### src/mmc3_pkg.sv
`timescale 1ns / 1ps
// ----------------------------------------------------------------------------
// MMC3-style bank mapper package
// Shared types and constants for the bank mapper with scanline interrupt.
// ----------------------------------------------------------------------------
package mmc3_pkg;

   localparam int unsigned ADDR_W      = 16;
   localparam int unsigned BYTE_W      = 8;
   localparam int unsigned BANK_CNT_W  = 9;
   localparam int unsigned CSR_INDEX_W = 2;
   localparam int unsigned CSR_DATA_W  = 9;

   localparam logic [ADDR_W-1:0]     SOFT_RESET_ADDR = 16'h6000;
   localparam logic [BYTE_W-1:0]     PAIR_MASK       = 8'hFE;
   localparam int unsigned           CHR_SWAP_BIT    = 7;
   localparam int unsigned           PRG_SWAP_BIT    = 6;
   localparam logic [BANK_CNT_W-1:0] PRG_COUNT_RESET = 9'd32;

   typedef enum logic [1:0] {
      REQ_CPU_WRITE = 2'd0,
      REQ_TICK      = 2'd1,
      REQ_PRG_READ  = 2'd2,
      REQ_CHR_READ  = 2'd3
   } req_kind_type;

   // Decode of address bits 14:13 and 0 for writes in the upper half.
   typedef enum logic [2:0] {
      WR_MODE       = 3'b000,
      WR_BANK_DATA  = 3'b001,
      WR_MIRROR     = 3'b010,
      WR_UNUSED     = 3'b011,
      WR_IRQ_COUNT  = 3'b100,
      WR_IRQ_LATCH  = 3'b101,
      WR_IRQ_OFF    = 3'b110,
      WR_IRQ_ON     = 3'b111
   } write_reg_type;

   typedef enum logic [2:0] {
      SEL_CHR_PAIR_LOW  = 3'd0,
      SEL_CHR_PAIR_HIGH = 3'd1,
      SEL_CHR_SINGLE_0  = 3'd2,
      SEL_CHR_SINGLE_1  = 3'd3,
      SEL_CHR_SINGLE_2  = 3'd4,
      SEL_CHR_SINGLE_3  = 3'd5,
      SEL_PRG_FIRST     = 3'd6,
      SEL_PRG_SECOND    = 3'd7
   } bank_sel_type;

   typedef enum logic [CSR_INDEX_W-1:0] {
      CSR_PRG_BANK_COUNT = 2'd0,
      CSR_FOUR_SCREEN    = 2'd1
   } csr_index_type;

   typedef struct packed {
      logic [1:0]        req_type;
      logic [ADDR_W-1:0] address;
      logic [BYTE_W-1:0] value;
      logic              in_vblank;
   } req_payload_type;

   typedef struct packed {
      logic [BYTE_W-1:0] bank_number;
      logic              irq_pulse;
      logic              mirror_horizontal;
   } rsp_payload_type;

endpackage

### src/mmc3_style_bank_mapper_irq.sv
`timescale 1ns / 1ps
// ----------------------------------------------------------------------------
// MMC3-style bank mapper with scanline interrupt
// Decodes CPU writes into bank, mirroring and interrupt registers, answers
// program and character bank lookups and counts scanline ticks.
// ----------------------------------------------------------------------------
//  Channel | Direction | Handshake         | Payload
//  req_    | in        | req_valid/stall   | req_payload_type
//  rsp_    | out       | rsp_valid/stall   | rsp_payload_type
//  csr_    | in        | csr_valid/ready   | csr_index, csr_wdata
//
// One transaction is taken per cycle while req_stall is low; its result is registered
// in the result register, which is backed by a one-entry skid buffer, so req_stall
// rises only when both hold a result that has not been taken.
// Reset is synchronous and restores every control and valid register; the result and skid data registers are not reset.
// The configuration port is always ready.
// ----------------------------------------------------------------------------
module mmc3_style_bank_mapper_irq
   import mmc3_pkg::*;
(
   input  logic                   clock,
   input  logic                   reset,
   input  logic                   req_valid,
   output logic                   req_stall,
   input  req_payload_type        req_payload,
   output logic                   rsp_valid,
   input  logic                   rsp_stall,
   output rsp_payload_type        rsp_payload,
   input  logic                   csr_valid,
   output logic                   csr_ready,
   input  logic [CSR_INDEX_W-1:0] csr_index,
   input  logic [CSR_DATA_W-1:0]  csr_wdata
);

   logic [BANK_CNT_W-1:0] prg_bank_count_ff;
   logic                  four_screen_ff;

   logic [BYTE_W-1:0] bank_mode_ff, bank_mode_in;
   logic [BYTE_W-1:0] chr_pair_low_ff, chr_pair_low_in;
   logic [BYTE_W-1:0] chr_pair_high_ff, chr_pair_high_in;
   logic [BYTE_W-1:0] chr_single_ff [4];
   logic [BYTE_W-1:0] chr_single_in [4];
   logic [BYTE_W-1:0] prg_first_ff, prg_first_in;
   logic [BYTE_W-1:0] prg_second_ff, prg_second_in;
   logic [BYTE_W-1:0] irq_counter_ff, irq_counter_in;
   logic [BYTE_W-1:0] irq_reload_ff, irq_reload_in;
   logic              irq_enabled_ff, irq_enabled_in;
   logic              mirror_ff, mirror_in;

   logic              rsp_valid_ff, rsp_valid_in;
   rsp_payload_type   rsp_data_ff, rsp_data_in;
   logic              skid_valid_ff, skid_valid_in;
   rsp_payload_type   skid_data_ff, skid_data_in;

   logic              push;
   logic              pop;
   rsp_payload_type   result;
   req_kind_type      kind;
   write_reg_type     wr_reg;
   logic [1:0]        prg_slot;
   logic [2:0]        chr_slot;
   logic [BYTE_W-1:0] prg_last;
   logic [BYTE_W-1:0] prg_second_last;

   assign push      = req_valid && !req_stall;
   assign pop       = rsp_valid_ff && !rsp_stall;
   assign req_stall = skid_valid_ff;
   assign rsp_valid = rsp_valid_ff;
   assign rsp_payload = rsp_data_ff;
   assign csr_ready = 1'b1;

   assign kind     = req_kind_type'(req_payload.req_type);
   assign wr_reg   = write_reg_type'({req_payload.address[14:13], req_payload.address[0]});
   assign prg_slot = req_payload.address[14:13];
   assign chr_slot = req_payload.address[12:10] ^ {bank_mode_ff[CHR_SWAP_BIT], 2'b00};
   assign prg_last        = prg_bank_count_ff[BYTE_W-1:0] - 8'd1;
   assign prg_second_last = prg_bank_count_ff[BYTE_W-1:0] - 8'd2;

   always_comb begin
      bank_mode_in     = bank_mode_ff;
      chr_pair_low_in  = chr_pair_low_ff;
      chr_pair_high_in = chr_pair_high_ff;
      chr_single_in    = chr_single_ff;
      prg_first_in     = prg_first_ff;
      prg_second_in    = prg_second_ff;
      irq_counter_in   = irq_counter_ff;
      irq_reload_in    = irq_reload_ff;
      irq_enabled_in   = irq_enabled_ff;
      mirror_in        = mirror_ff;
      result           = '0;

      case (kind)
         REQ_CPU_WRITE: begin
            if (!req_payload.address[ADDR_W-1]) begin
               if (req_payload.address == SOFT_RESET_ADDR && req_payload.value == '0) begin
                  bank_mode_in     = '0;
                  chr_pair_low_in  = 8'd0;
                  chr_pair_high_in = 8'd2;
                  chr_single_in    = '{8'd4, 8'd5, 8'd6, 8'd7};
                  prg_first_in     = 8'd0;
                  prg_second_in    = 8'd1;
                  irq_counter_in   = '0;
                  irq_reload_in    = '0;
                  irq_enabled_in   = 1'b0;
               end
            end else begin
               case (wr_reg)
                  WR_MODE: bank_mode_in = req_payload.value;
                  WR_BANK_DATA: begin
                     case (bank_sel_type'(bank_mode_ff[2:0]))
                        SEL_CHR_PAIR_LOW:  chr_pair_low_in  = req_payload.value & PAIR_MASK;
                        SEL_CHR_PAIR_HIGH: chr_pair_high_in = req_payload.value & PAIR_MASK;
                        SEL_CHR_SINGLE_0:  chr_single_in[0] = req_payload.value;
                        SEL_CHR_SINGLE_1:  chr_single_in[1] = req_payload.value;
                        SEL_CHR_SINGLE_2:  chr_single_in[2] = req_payload.value;
                        SEL_CHR_SINGLE_3:  chr_single_in[3] = req_payload.value;
                        SEL_PRG_FIRST:     prg_first_in     = req_payload.value;
                        default:           prg_second_in    = req_payload.value;
                     endcase
                  end
                  WR_MIRROR: begin
                     if (!four_screen_ff) begin
                        mirror_in = req_payload.value[0];
                     end
                  end
                  WR_IRQ_COUNT: irq_counter_in = req_payload.value;
                  WR_IRQ_LATCH: irq_reload_in  = req_payload.value;
                  WR_IRQ_OFF:   irq_enabled_in = 1'b0;
                  WR_IRQ_ON:    irq_enabled_in = 1'b1;
                  default: ;
               endcase
            end
         end
         REQ_TICK: begin
            if (!req_payload.in_vblank && irq_enabled_ff) begin
               if (irq_counter_ff == '0) begin
                  irq_counter_in   = irq_reload_ff;
                  result.irq_pulse = 1'b1;
               end else begin
                  irq_counter_in = irq_counter_ff - 8'd1;
               end
            end
         end
         REQ_PRG_READ: begin
            case (prg_slot)
               2'd0: result.bank_number = bank_mode_ff[PRG_SWAP_BIT] ? prg_second_last
                                                                    : prg_first_ff;
               2'd1: result.bank_number = prg_second_ff;
               2'd2: result.bank_number = bank_mode_ff[PRG_SWAP_BIT] ? prg_first_ff
                                                                    : prg_second_last;
               default: result.bank_number = prg_last;
            endcase
         end
         default: begin
            case (chr_slot)
               3'd0: result.bank_number = chr_pair_low_ff;
               3'd1: result.bank_number = chr_pair_low_ff + 8'd1;
               3'd2: result.bank_number = chr_pair_high_ff;
               3'd3: result.bank_number = chr_pair_high_ff + 8'd1;
               default: result.bank_number = chr_single_ff[chr_slot[1:0]];
            endcase
         end
      endcase

      result.mirror_horizontal = mirror_in;
   end

   always_comb begin
      rsp_valid_in  = rsp_valid_ff;
      rsp_data_in   = rsp_data_ff;
      skid_valid_in = skid_valid_ff;
      skid_data_in  = skid_data_ff;
      if (!rsp_valid_ff || pop) begin
         if (skid_valid_ff) begin
            rsp_valid_in  = 1'b1;
            rsp_data_in   = skid_data_ff;
            skid_valid_in = 1'b0;
         end else begin
            rsp_valid_in = push;
            rsp_data_in  = result;
         end
      end else if (push) begin
         skid_valid_in = 1'b1;
         skid_data_in  = result;
      end
   end

   always_ff @(posedge clock) begin
      if (reset) begin
         prg_bank_count_ff <= PRG_COUNT_RESET;
         four_screen_ff    <= 1'b0;
      end else if (csr_valid && csr_ready) begin
         case (csr_index_type'(csr_index))
            CSR_PRG_BANK_COUNT: prg_bank_count_ff <= csr_wdata;
            CSR_FOUR_SCREEN:    four_screen_ff    <= csr_wdata[0];
            default: ;
         endcase
      end
   end

   always_ff @(posedge clock) begin
      if (reset) begin
         bank_mode_ff     <= '0;
         chr_pair_low_ff  <= 8'd0;
         chr_pair_high_ff <= 8'd2;
         chr_single_ff    <= '{8'd4, 8'd5, 8'd6, 8'd7};
         prg_first_ff     <= 8'd0;
         prg_second_ff    <= 8'd1;
         irq_counter_ff   <= '0;
         irq_reload_ff    <= '0;
         irq_enabled_ff   <= 1'b0;
         mirror_ff        <= 1'b0;
      end else if (push) begin
         bank_mode_ff     <= bank_mode_in;
         chr_pair_low_ff  <= chr_pair_low_in;
         chr_pair_high_ff <= chr_pair_high_in;
         chr_single_ff    <= chr_single_in;
         prg_first_ff     <= prg_first_in;
         prg_second_ff    <= prg_second_in;
         irq_counter_ff   <= irq_counter_in;
         irq_reload_ff    <= irq_reload_in;
         irq_enabled_ff   <= irq_enabled_in;
         mirror_ff        <= mirror_in;
      end
   end

   always_ff @(posedge clock) begin
      if (reset) begin
         rsp_valid_ff  <= 1'b0;
         skid_valid_ff <= 1'b0;
      end else begin
         rsp_valid_ff  <= rsp_valid_in;
         skid_valid_ff <= skid_valid_in;
      end
   end

   always_ff @(posedge clock) begin
      rsp_data_ff  <= rsp_data_in;
      skid_data_ff <= skid_data_in;
   end

   // The skid buffer is only ever filled behind a full result register.
   assert property (@(posedge clock) disable iff (reset)
      skid_valid_ff |-> rsp_valid_ff)
      else $error("skid buffer holds a result while the output register is empty");

   // A transaction taken while the output waits must land in the skid buffer.
   assert property (@(posedge clock) disable iff (reset)
      (rsp_valid_ff && rsp_stall && push) |=> skid_valid_ff)
      else $error("transaction lost behind a stalled result");

   // An interrupt pulse reloads the counter from the latch.
   assert property (@(posedge clock) disable iff (reset)
      (push && result.irq_pulse) |=> (irq_counter_ff == $past(irq_reload_ff)))
      else $error("counter not reloaded on interrupt pulse");

endmodule
### config.mk
export PLATFORM = sky130hd
export DESIGN_NAME = mmc3_style_bank_mapper_irq
export DESIGN_NICKNAME = d
export VERILOG_FILES = /design/src/mmc3_pkg.sv /design/src/mmc3_style_bank_mapper_irq.sv
export SDC_FILE = /design/constraint.sdc
export NUM_CORES = 1
export LEC_CHECK = 0
export ABC_AREA = 1
export BUFFER_PORTS_ARGS = -buffer_cell sky130_fd_sc_hd__buf_2
export CORE_MARGIN = 3
export CORE_UTILIZATION = 28
export CTS_BUF_LIST = sky130_fd_sc_hd__clkbuf_8
export CTS_CLUSTER_SIZE = 25
export DETAILED_ROUTE_END_ITERATION = 12
export PLACE_DENSITY = 0.52
export SYNTH_ARGS = -nofsm -noshare
export SYNTH_HDL_FRONTEND = slang
export SYNTH_SLANG_ARGS = --single-unit
### constraint.sdc
create_clock -name clock -period 3.8 [get_ports clock]
set_clock_uncertainty 0.05 [all_clocks]
set_input_delay 0 -clock clock [delete_from_list [all_inputs] [get_ports clock]]
set_output_delay 0 -clock clock [all_outputs]
set_load 0.02 [all_outputs]
==> results of run 1 <==
-- final cells by class --
type | count | area [sq um]
Fill cell | 2366 | 14600
Multi-Input combinational cell | 669 | 3160
Sequential cell | 116 | 2520
Timing Repair Buffer | 80 | 526
Inverter | 121 | 458
Tap cell | 280 | 350
Clock buffer | 17 | 234
Clock inverter | 15 | 214
-- path summary, 6_finish.rpt --
kind / start / end / slack [ns] / cells after the start
worst max-delay path: reset / four_screen_ff$_SDFFE_PP0P_ / 1.70 / 6
worst min-delay path: req_payload[24] / irq_enabled_ff$_SDFFE_PP0P_ / 0.04 / 5
worst max register to register: bank_mode_ff[7]$_SDFFE_PP0P_ / rsp_payload[2]$_DFFE_PP_ / 1.74 / 6
worst min register to register: chr_single_ff[9]$_SDFFE_PP1P_ / chr_single_ff[9]$_SDFFE_PP1P_ / 0.42 / 2
-- cell families after synthesis --
group / Yosys count / share of synthesized area, %
AO/OA/AOI/OAI: 145 / 12.5
XOR/XNOR: 7 / 0.959
adder cells (fa/ha/maj): 5 / 0.979
multiplexers: 1 / 0.157
flip-flops: 116 / 39.5
AND/OR/NAND/NOR: 510 / 34.7
other: 1 / 0.0587
buffers and inverters: 160 / 11.2
-- layout by cell type (no fill, tap or decap), drive strengths merged, types with 17 or more instances in the layout --
cell type	count
dlygate4sd3	23
a21oi	46
buf	57
clkbuf	17
nand2	269
nor2	167
dfxtp	96
edfxtp	20
inv	119
nand3	47
o21ai	67
-- layer usage --
metal  GRT usage, %  up-vias
li1               -     3114
met1           19.5     2658
met2           23.4      103
met3           2.80       16
met4           5.25        0
met5              0        -
-- power groups by stage --
stage | Clock, mW | Combinational (mW) | Sequential [mW]
after floorplan | 0 | 0.248 | 1.35
after global placement | 0 | 0.375 | 1.33
after detailed placement | 0 | 0.375 | 1.33
after CTS | 1.35 | 0.394 | 1.30
after global routing | 1.39 | 0.441 | 1.31
final | 1.31 | 0.391 | 1.30
-- per-stage QoR --
step	setup WS (ns)	area, sq um	cells
after floorplan	2.09	6390	945
after global placement	1.75	6780	1243
after detailed placement	1.72	6780	1243
after CTS	1.68	7460	1298
after global routing	1.53	7460	1298
final	1.70	7460	1298
-- cell usage after synthesis (2+ instances only) --
cell and n:
sky130_fd_sc_hd__buf_4 2, sky130_fd_sc_hd__nand2_2 3, sky130_fd_sc_hd__xnor2_1 2, sky130_fd_sc_hd__o21ai_0 67, sky130_fd_sc_hd__inv_1 112, sky130_fd_sc_hd__xor2_1 5
sky130_fd_sc_hd__buf_2 9, sky130_fd_sc_hd__o21bai_1 2, sky130_fd_sc_hd__nand3_1 45, sky130_fd_sc_hd__clkbuf_1 17, sky130_fd_sc_hd__edfxtp_1 20, sky130_fd_sc_hd__nand2_1 265
sky130_fd_sc_hd__ha_1 5, sky130_fd_sc_hd__dfxtp_1 96, sky130_fd_sc_hd__nand3b_1 3, sky130_fd_sc_hd__a31oi_1 3, sky130_fd_sc_hd__a21oi_1 46, sky130_fd_sc_hd__o211ai_1 15
sky130_fd_sc_hd__buf_6 10, sky130_fd_sc_hd__nand4_4 8, sky130_fd_sc_hd__or2_2 3, sky130_fd_sc_hd__nor2_1 163, sky130_fd_sc_hd__o31ai_1 2, sky130_fd_sc_hd__nand4_1 3
sky130_fd_sc_hd__inv_2 2, sky130_fd_sc_hd__nor2_2 2, sky130_fd_sc_hd__clkinv_1 5, sky130_fd_sc_hd__nor3_1 8, sky130_fd_sc_hd__a211oi_1 9
-- sequential cells by signal, indices dropped and copies added (netlist names) --
signal,flops
prg_bank_count_ff,8
chr_pair_low_ff,7
rsp_payload,10
rsp_valid,1
irq_counter_ff,8
prg_first_ff,8
mirror_ff,1
skid_data_ff,10
chr_single_ff,32
bank_mode_ff,5
irq_enabled_ff,1
prg_second_ff,8
chr_pair_high_ff,7
four_screen_ff,1
req_stall,1
irq_reload_ff,8
-- worst min-delay path, stage by stage --
cell                      delay, ns
sky130_fd_sc_hd__buf_2         0.22
sky130_fd_sc_hd__nand2_1       0.10
sky130_fd_sc_hd__inv_1         0.05
sky130_fd_sc_hd__nand4_1       0.08
sky130_fd_sc_hd__a21oi_1       0.06
-- repair_timing --
action | CTS | global route
endpoints found under the hold margin | 35 | 0
endpoints found under the setup margin | 0 | 0
setup buffers | 0 | 0
hold buffers | 23 | 0
==> out/metrics.sh, run 1 <==
YOSYS_MOST_USED_DFF='sky130_fd_sc_hd__dfxtp_1'
FIN_TOTAL_PWR_mW=3.01
MAX-SLEW-MARGIN-REL_PCT=38.5
COMBINATIONALPOWERSHARE_PCT=13.0
NNETSFINAL=1053
NETLIST_AREA_SQ_UM=6390
CRITICAL_PATH.MAX_STAGE_DELAY_NS=0.74
ANTENNA_FOUND_INITIAL=0
MAXCAPVIOLATIONS=0
LAYOUT_MIN_CYCLE_TIME_NS=2.10
CLKLATENCYLATEPIN_NS=0.45
CLOCK_TREE_FROM_TRITONCTS='done'
P_LEAK_nW=3.61
CLK_PATH_BUF_DEPTH=2
CPMAXSTAGEDELAYCELL='sky130_fd_sc_hd__inv_2'
SETUP-VIOLATIONS-FINAL=0
TIMING.CRITICAL_PATH.MAX_DELAY_FAMILY='buffers and inverters'
GRTUSAGETOTAL_PCT=14.6
CTS.SINK_COUNT=116
PLACEMENTROWS=54
SYNTH_TOP_AREA_SHARE_PCT=30.1
FIN_SETUP_TNS_NS=0
DETAILEDROUTE.FIRSTPASSITERATIONCOUNT=5
FINAL_UTIL_PCT=33.8
SEQ_POWER_SHARE_PCT=43.4
VIA_COUNT=5891
MAX-VDD-IR-DROP_mV=0.186
PLACE.DETAILED.HPWL_MM=12.4
CTS_INSERTED_BUFFERS=17
SYNTH_TOP_AREA_CELL='sky130_fd_sc_hd__dfxtp_1'
FMAX_GHz=0.475
WORST_SLEW_PIN_SLEW_NS=0.921
POSTSYNTHCELLCOUNT=945
CP.ARRIVAL_NS=2.45
GLOBAL_ROUTE_WIRE_LENGTH_BEFORE_REPAIR_MM=27.9
CRIT_BUF_INV=4
WIDTH_OF_THE_DIE_UM=157
PATH_MAX_FANOUT=53
POST_DRT_VIA_CELL_RATIO=4.54
BUFFER_PORTS.INSERTED=53
GRT_START_MAX_NET_PINS=54
FINALHOLDVIOLATIONS=0
YOSYSWARNINGCOUNT=0
DIE_HEIGHT_UM=157
WORST_SETUP_PATH_START_KIND='input pin'
DRT_WL_TOTAL_MM=17.6
POWER_REPORT.INTERNAL_TOTAL_mW=2.19
INSERTEDDIODECOUNT=0
GLOBAL_ROUTE.OVERFLOW_TOTAL=0
CLOCKPOWERSHARE_PCT=43.6
ENDPOINT_KIND='register'
YS_TOP_CELLS_BY_AREA='sky130_fd_sc_hd__dfxtp_1 30%, sky130_fd_sc_hd__nand2_1 16%, sky130_fd_sc_hd__nor2_1 9.6%'
DRT-WIRELENGTH-PER-CELL_UM=13.5
CRITICAL_PATH_CLASS='in2reg'
CRITICAL-PATH-TOP-CELL-BY-COUNT='sky130_fd_sc_hd__dlygate4sd3_1'
IO-PIN-COUNT=56
P_SW_SHARE_PCT=27.2
AREA_GROWTH_SYN_TO_LAYOUT_PCT=16.7
DIE_AREA_SQ_UM=24700
DRC=0
CORE_SQ_UM=22100
OUTCOME='completed'
POWERDENSITY_nW_PER_UM2=403
CRIT_PATH_CELL_TRACE='dlygate4sd3_1 -> buf_2 -> inv_2 -> o21ai_0 -> nor2_1 -> dlygate4sd3_1'
CTS_ROOT_BUFFER='sky130_fd_sc_hd__clkbuf_8'
HOLD-WORST-SLACK_NS=0.0429
AVGSYNTHCELLAREA_SQ_UM=6.76
LAYOUT-DRIVE-GT1-SHARE_PCT=11.1
YS_SEQ_ELEMENTS=116
WL_MET3_UM=704
YOSYSSEQAREASHARE_PCT=39.5
EFFECTIVE_UTILIZATION_AT_FLOORPLAN_PCT=28.9
MET1WIRELENGTH_MM=8.63
GPL.FINAL_WEIGHTED_CONGESTION=0.884
DRT_ITER0_DRCS=397
SYNTH.DISTINCT_CELLS=42
FIRST_GLOBAL_VIAS=5310
GRT_SETUP_UNREPAIRED='false'
SYNTH.NET_COUNT=993
HTREE_NUM_LEVELS=4
P_SWITCHING_uW=818
FINAL_ANTENNA_NET_COUNT=0
TOP_LAYER='met4'
CTS.CLK_SLEW.WORST_PATHS_NS=0.07
CTS-RESIZED-GATES=0
HP-CLASS='in2reg'
SYNTH_EDF_COUNT=20
REQUIRED_NS=4.14
POST_ROUTE_CLOCK_PERIOD_UTILIZATION_PCT=55.4
FINAL-MAX-SLEW-VIOLATION-COUNT=0
MET2_ROUTED_WL_MM=7.95
ASYNC_RESET_FF_SHARE_PCT=0
Note: power is estimated with default switching activity, not from simulation.
==> inputs of run 2 (changes only) <==
--- a/config.mk
+++ b/config.mk
@@ -5,7 +5,7 @@
 export SDC_FILE = /design/constraint.sdc
 export NUM_CORES = 1
 export LEC_CHECK = 0
-export ABC_AREA = 1
+export ABC_AREA = 0
 export BUFFER_PORTS_ARGS = -buffer_cell sky130_fd_sc_hd__buf_2
 export CORE_MARGIN = 3
 export CORE_UTILIZATION = 28
==> constraint.sdc (replaced) <==
create_clock -name clock -period 2.06 [get_ports clock]
set_clock_uncertainty 0.05 [all_clocks]
set_input_delay 0 -clock clock [delete_from_list [all_inputs] [get_ports clock]]
set_output_delay 0 -clock clock [all_outputs]
set_load 0.02 [all_outputs]
==> run 2 against run 1 <==
Effect of this change:
- non-clock buffer count up 102
- cell area grew 12%
- clock power is 95% higher
- sequential power increased by 82%
- core utilization grew 4.0 points
- first-iteration DRC count grew 4.3%
- clock-buffer cell count rose by 3
- routed wire length is 21% higher
- sequential cell count stayed put
- combinational power grew 87%
- critical path type is now reg2reg
- critical endpoint is now rsp_payload[7]$_DFFE_PP_
- highest routed layer unchanged
==> out/metrics.sh, run 2 <==
OUTCOME='completed'
REQUIRED_NS=2.21
CLOCK_TREE_FROM_TRITONCTS='done'
PATH_MAX_FANOUT=4
PLACEMENTROWS=54
DRT-WIRELENGTH-PER-CELL_UM=18.1
GLOBAL_ROUTE.OVERFLOW_TOTAL=0
FMAX_GHz=0.509
POST_ROUTE_CLOCK_PERIOD_UTILIZATION_PCT=95.3
HTREE_NUM_LEVELS=4
GRT_START_MAX_NET_PINS=70
GLOBAL_ROUTE_WIRE_LENGTH_BEFORE_REPAIR_MM=33.8
ENDPOINT_KIND='register'
MAX_FLOP_REGISTER='chr_single_ff'
LAYOUT-DRIVE-GT1-SHARE_PCT=24.9
CRITICAL_PATH.MAX_STAGE_DELAY_NS=0.33
CPMAXSTAGEDELAYCELL='sky130_fd_sc_hd__dfxtp_1'
EFFECTIVE_UTILIZATION_AT_FLOORPLAN_PCT=28.7
LARGEST_REG_FLOPS=32
DPL-INSTANCE-AREA_SQ_UM=7520
CP.ARRIVAL_NS=2.11
DP_SLACK_NS=-0.110
FINALWORSTSETUPSLACK_NS=0.0968
SYNTH_TOP_AREA_CELL='sky130_fd_sc_hd__dfxtp_1'
HP-CLASS='in2reg'
POWERDENSITY_nW_PER_UM2=677
SETUP-VIOLATIONS-FINAL=0
DIE_HEIGHT_UM=156
CTS.CLK_SLEW.WORST_PATHS_NS=0.07
SYNTH_TOP_AREA_SHARE_PCT=30.4
YS_TOP_CELLS_BY_AREA='sky130_fd_sc_hd__dfxtp_1 30%, sky130_fd_sc_hd__edfxtp_1 9.5%, sky130_fd_sc_hd__a211oi_1 8.1%'
SYNTH.TOP_CELLS.BY_COUNT='96 x sky130_fd_sc_hd__dfxtp_1, 84 x sky130_fd_sc_hd__a21oi_1, 83 x sky130_fd_sc_hd__o21ai_0'
WIDTH_OF_THE_DIE_UM=156
YOSYS_MOST_USED_DFF='sky130_fd_sc_hd__dfxtp_1'
PLACE.DETAILED.HPWL_MM=15.0
FINAL_ANTENNA_NET_COUNT=0
CRITICAL_PATH_CLASS='reg2reg'
DRC=0
FINAL-MAX-SLEW-VIOLATION-COUNT=0
FINALHOLDVIOLATIONS=0
POST_DRT_VIA_CELL_RATIO=5.30
FIN_TOTAL_PWR_mW=5.64
IO-PIN-COUNT=56
YOSYSSEQAREASHARE_PCT=39.9
MAX-VDD-IR-DROP_mV=0.351
FINAL_CELL_COUNT_NO_FILL=1170
P_LEAK_nW=3.06
CTS_INSERTED_BUFFERS=17
VIA_COUNT=6205
GPL.FINAL_WEIGHTED_CONGESTION=0.892
INSERTEDDIODECOUNT=0
GRT_SETUP_UNREPAIRED='false'
MULTI_INPUT_AREA_SQ_UM=3550
MOST_COMMON_CELL_AFTER_LAYOUT_FILL_AND_TAPS_ASIDE='sky130_fd_sc_hd__dfxtp_1'
SYNTH.DISTINCT_CELLS=64
WORST_SETUP_PATH_START_KIND='register'
HOLD-WORST-SLACK_NS=0.0422
LAYOUT.CELLS.MOST_COMMON_LIST='96 x sky130_fd_sc_hd__dfxtp_1, 95 x sky130_fd_sc_hd__buf_4, 84 x sky130_fd_sc_hd__a21oi_1'
DRT_ITER0_DRCS=414
SYNTH.MOST_COMMON_CELL='sky130_fd_sc_hd__dfxtp_1'
MAX-SLEW-MARGIN-REL_PCT=54.0
PLACED_CELL_COUNT=1110
CTS_ROOT_BUFFER='sky130_fd_sc_hd__clkbuf_8'
CLK_PATH_BUF_DEPTH=2
DRT_WL_TOTAL_MM=21.2
AVGSYNTHCELLAREA_SQ_UM=8.49
CRIT_PATH_CELL_TRACE='inv_1 -> ha_1 -> a21boi_2 -> buf_4 -> a21o_1 -> a21oi_1 -> o31ai_2 -> mux2_2'
POSTSYNTHCELLCOUNT=745
WORST_SLEW_PIN_SLEW_NS=0.683
BUFFER_PORTS.INSERTED=53
SYNTH_EDF_COUNT=20
FIN_SETUP_TNS_NS=0
LAYOUT_MIN_CYCLE_TIME_NS=1.96
CLKLATENCYLATEPIN_NS=0.45
CORE_SQ_UM=22000
CRIT_BUF_INV=2
FIRST_GLOBAL_VIAS=6074
POST-CTS-SETUP-BUFFERS=0
YS_SEQ_ELEMENTS=116
CTS.SINK_COUNT=116
AREA.SEQUENTIAL_SQ_UM=2520
SYNTH.NET_COUNT=793
FILLER_CELL_COUNT=2259
FINAL_UTIL_PCT=37.8
NNETSFINAL=925
ASYNC_RESET_FF_SHARE_PCT=0
DETAILEDROUTE.FIRSTPASSITERATIONCOUNT=5
GRTUSAGETOTAL_PCT=17.5
MAXCAPVIOLATIONS=0
YOSYSWARNINGCOUNT=0
ANTENNA_FOUND_INITIAL=1
TIMING.CRITICAL_PATH.MAX_DELAY_FAMILY='compound AO/OA/AOI/OAI gates'
AREA_GROWTH_SYN_TO_LAYOUT_PCT=31.7
DIE_AREA_SQ_UM=24400
NETLIST_AREA_SQ_UM=6320
POSTLAYOUTCELLAREA_SQ_UM=8330
## run 2: cell types whose count changed after synthesis, sizes merged, moves of 17 or more
cell / before / now
a211oi: 9 / 68
a21oi: 46 / 85
buf: 22 / 5
clkbuf: 17 / 64
inv: 115 / 13
mux2i: 1 / 25
nand2: 269 / 51
nand3: 47 / 15
nor2: 167 / 42
o21ai: 67 / 85
## run 2: logic make-up after synthesis
group / Yosys count / share of synthesized area [%]
DFF: 116 / 39.9
and+or+nand+nor: 195 / 15.9
muxes: 39 / 7.76
other: 1 / 0.0593
buffers and inverters: 83 / 5.13
adders and majority gates: 5 / 0.990
xor gates and xnor gates: 14 / 1.94
AOI/OAI and AO/OA: 292 / 28.3
## run 2: path summary, 6_finish.rpt
kind / start / end / slack [ns] / cells past startpoint
hold / removal: req_payload[22] / irq_enabled_ff$_SDFFE_PP0P_ / 0.04 / 4
setup reg to reg: prg_bank_count_ff[1]$_SDFFE_PP0P_ / rsp_payload[7]$_DFFE_PP_ / 0.1 / 8
setup / recovery: prg_bank_count_ff[1]$_SDFFE_PP0P_ / rsp_payload[7]$_DFFE_PP_ / 0.1 / 8
hold reg to reg: chr_single_ff[1]$_SDFFE_PP1P_ / chr_single_ff[1]$_SDFFE_PP1P_ / 0.42 / 1
## run 2: repair_timing
item	CTS	global route
endpoints found under the setup margin	23	49
endpoints found under the hold margin	39	0
hold buffers	28	0
pin swaps	0	1
resized for setup	5	9
## run 2: final cells by class
| type | instances | share of cell area (%) |
|---|---|---|
| clock buffer | 20 | 3.31 |
| clock inverter | 12 | 2.40 |
| inverter | 14 | 0.631 |
| multi-input combinational | 546 | 42.6 |
| sequential | 116 | 30.3 |
| tap | 280 | 4.21 |
| timing repair buffer | 182 | 16.6 |
## run 2: metal layers
metal	wire, um	track usage [%]	vias up
met2	9750	28.0	177
met3	1010	2.93	29
met5	0	0	-
met1	10100	24.3	2959
li1	-	-	3040
met4	345	5.42	0
## run 2: worst min-delay path: cells and delay by family
kind,cells,cell delay [ns]
buf+inv,2,0.33
compound gates,1,0.07
simple gates,1,0.08
## run 2: power by group
group | switching [mW] | internal, mW | total (mW)
clock | 1.01 | 1.54 | 2.55
combinational | 0.418 | 0.311 | 0.730
sequential | 0.0179 | 2.34 | 2.36
total | 1.45 | 4.19 | 5.64
==> inputs of run 3 (changes only) <==
--- a/config.mk
+++ b/config.mk
@@ -8,11 +8,10 @@
 export ABC_AREA = 0
 export BUFFER_PORTS_ARGS = -buffer_cell sky130_fd_sc_hd__buf_2
 export CORE_MARGIN = 3
-export CORE_UTILIZATION = 28
+export CORE_UTILIZATION = 45
 export CTS_BUF_LIST = sky130_fd_sc_hd__clkbuf_8
-export CTS_CLUSTER_SIZE = 25
 export DETAILED_ROUTE_END_ITERATION = 12
-export PLACE_DENSITY = 0.52
+export PLACE_DENSITY = 0.71
 export SYNTH_ARGS = -nofsm -noshare
 export SYNTH_HDL_FRONTEND = slang
 export SYNTH_SLANG_ARGS = --single-unit
==> run 3 against run 2 <==
Effect of this change:
- worst hold slack lost 0.026 ns
- sequential cell count stayed put
- clock power shrank 30%
- register-to-register slack hardly changed
- core utilization grew 20 points
- largest power group is now sequential cells
- power fell by 14%
- via count increased by 3.1%
- cell area is 5.5% lower
- routed wire length is 6.9% lower
- critical path depth unchanged
==> out/metrics.sh, run 3 (synthesized netlist as in run 2, its figures left out) <==
DPL-INSTANCE-AREA_SQ_UM=7230
WORST_SETUP_PATH_START_KIND='input pin'
RR_STARTPOINT='irq_counter_ff[1]$_SDFFE_PP0P_'
DRC=0
CRITICAL_PATH.MAX_STAGE_DELAY_NS=0.54
CRIT_START='req_payload[9]'
ENDPOINT_KIND='register'
MAX-SLEW-MARGIN-REL_PCT=61.0
CLKLATENCYLATEPIN_NS=0.46
PLACED_CELL_COUNT=990
WIDTH_OF_THE_DIE_UM=125
DIE_HEIGHT_UM=125
FINAL_ANTENNA_NET_COUNT=0
POST_DRT_VIA_CELL_RATIO=6.12
SETUP-VIOLATIONS-FINAL=0
MOST_COMMON_CELL_AFTER_LAYOUT_FILL_AND_TAPS_ASIDE='sky130_fd_sc_hd__dfxtp_1'
IO-PIN-COUNT=56
NNETSFINAL=905
PATH_MAX_FANOUT=61
CLK_PATH_BUF_DEPTH=2
CRITICAL_PATH_CLASS='in2reg'
FIN_TOTAL_PWR_mW=4.86
ANTENNA_FOUND_INITIAL=0
LARGEST_REG_FLOPS=32
LAYOUT.CELLS.MOST_COMMON_LIST='96 x sky130_fd_sc_hd__dfxtp_1, 84 x sky130_fd_sc_hd__a21oi_1, 82 x sky130_fd_sc_hd__o21ai_0, 82 x sky130_fd_sc_hd__buf_4, 66 x sky130_fd_sc_hd__a211oi_1'
MAX_FLOP_REGISTER='chr_single_ff'
INSERTEDDIODECOUNT=0
CTS.SINK_COUNT=116
BUFFER_PORTS.INSERTED=53
PLACEMENTROWS=42
DRT_WL_TOTAL_MM=19.8
FIRST_GLOBAL_VIAS=6180
GRT_SETUP_UNREPAIRED='false'
DETAILEDROUTE.FIRSTPASSITERATIONCOUNT=5
DP_SLACK_NS=-0.0954
GPL.FINAL_WEIGHTED_CONGESTION=1.01
FINALWORSTSETUPSLACK_NS=0.0609
AREA_GROWTH_SYN_TO_LAYOUT_PCT=24.4
REQUIRED_NS=2.34
FILLER_CELL_COUNT=1211
PLACE.DETAILED.HPWL_MM=14.1
DRT_ITER0_DRCS=697
CP.ARRIVAL_NS=2.28
FINAL-MAX-SLEW-VIOLATION-COUNT=0
VIA_COUNT=6398
WORST_HOLD_STARTPOINT='req_payload[3]'
TIMING.CRITICAL_PATH.MAX_DELAY_FAMILY='simple AND/OR/NAND/NOR gates'
CTS_ROOT_BUFFER='sky130_fd_sc_hd__clkbuf_8'
GRTUSAGETOTAL_PCT=25.2
POWERDENSITY_nW_PER_UM2=618
CTS_INSERTED_BUFFERS=17
CORE_SQ_UM=13500
FMAX_GHz=0.500
MAX-VDD-IR-DROP_mV=0.522
EFFECTIVE_UTILIZATION_AT_FLOORPLAN_PCT=46.8
WORST_SLEW_PIN_SLEW_NS=0.582
CTS.CLK_SLEW.WORST_PATHS_NS=0.07
P_LEAK_nW=2.92
LAYOUT-DRIVE-GT1-SHARE_PCT=23.3
MAXCAPVIOLATIONS=0
FINAL_CELL_COUNT_NO_FILL=1046
HP-CLASS='in2reg'
DIE_AREA_SQ_UM=15500
HTREE_NUM_LEVELS=4
FINAL_UTIL_PCT=58.2
CPMAXSTAGEDELAYCELL='sky130_fd_sc_hd__dlygate4sd3_1'
POST_ROUTE_CLOCK_PERIOD_UTILIZATION_PCT=97.0
CRIT_BUF_INV=3
CLOCK_TREE_FROM_TRITONCTS='done'
DRT-WIRELENGTH-PER-CELL_UM=18.9
HOLD-WORST-SLACK_NS=0.0163
GRT_START_MAX_NET_PINS=72
GLOBAL_ROUTE_WIRE_LENGTH_BEFORE_REPAIR_MM=31.7
POSTLAYOUTCELLAREA_SQ_UM=7870
GLOBAL_ROUTE.OVERFLOW_TOTAL=0
CRIT_PATH_CELL_TRACE='dlygate4sd3_1 -> buf_2 -> nor4_1 -> nand2_1 -> or3_1 -> buf_12 -> o21ai_0 -> a211oi_1'
FIN_SETUP_TNS_NS=0
LAYOUT_MIN_CYCLE_TIME_NS=2.00
FINALHOLDVIOLATIONS=0
OUTCOME='completed'
[run 3: changes by cell type in the layout (fill, tap and decap cells not counted), moves of 2 or more]
cell / previous run / this run
sky130_fd_sc_hd__and2_1: 7 / 3
sky130_fd_sc_hd__dlygate4sd3_1: 28 / 24
sky130_fd_sc_hd__inv_1: 13 / 20
sky130_fd_sc_hd__nor3b_1: 2 / 4
sky130_fd_sc_hd__bufinv_16: 5 / 0
sky130_fd_sc_hd__buf_4: 95 / 82
sky130_fd_sc_hd__clkinv_2: 2 / 4
sky130_fd_sc_hd__and2_4: 0 / 4
sky130_fd_sc_hd__buf_12: 6 / 3
sky130_fd_sc_hd__nor3b_2: 2 / 0
sky130_fd_sc_hd__clkinvlp_4: 3 / 1
[run 3: final timing paths]
kind                                                    endpoint  slack (ns)  cells past startpoint
worst min-delay path               chr_single_ff[2]$_SDFFE_PP1P_        0.02                      4
worst max-delay path                bank_mode_ff[7]$_SDFFE_PP0P_        0.06                      8
worst max register to register          rsp_payload[1]$_DFFE_PP_        0.09                      6
worst min register to register  chr_pair_high_ff[1]$_SDFFE_PP1P_        0.42                      1
[run 3: area by class of cell]
cell class / instances / area [sq um] / share of cell area [%]
Clock buffer: 20 / 275 / 3.50
Clock inverter: 12 / 53.8 / 0.684
Inverter: 14 / 52.6 / 0.668
Multi-Input combinational cell: 546 / 3560 / 45.3
Sequential cell: 116 / 2520 / 32.1
Tap cell: 176 / 220 / 2.80
Timing Repair Buffer: 162 / 1180 / 15.0
[run 3: report_power, final]
| part | internal (mW) | switching, mW | leakage (nW) | total (mW) |
|---|---|---|---|---|
| logic | 0.298 | 0.409 | 1.74 | 0.707 |
| registers | 2.35 | 0.0171 | 0.976 | 2.36 |
| clock network | 0.884 | 0.907 | 0.197 | 1.79 |
| total | 3.53 | 1.33 | 2.92 | 4.86 |
[run 3: repair_timing]
action	in CTS	in global routing
hold buffers	24	0
resized for setup	8	15
hold endpoints to repair	36	0
endpoints found under the setup margin	23	45
pin swaps	0	1
setup buffers	0	0
[run 3: worst reg2reg max path, delay by kind of cell (launching register included)]
family,cells,cell delay (ns)
fa+ha+maj,1,0.19
buf+inv,1,0.08
flops,1,0.32
mux,1,0.22
simple gates,3,0.98
[run 3: layer usage]
metal	up-vias	GRT usage [%]	share of wire, %
met5	-	0	0
met4	0	9.93	2.4
met3	43	6.43	9.0
met2	331	38.3	45
met1	3022	34.3	44
li1	3002	-	-
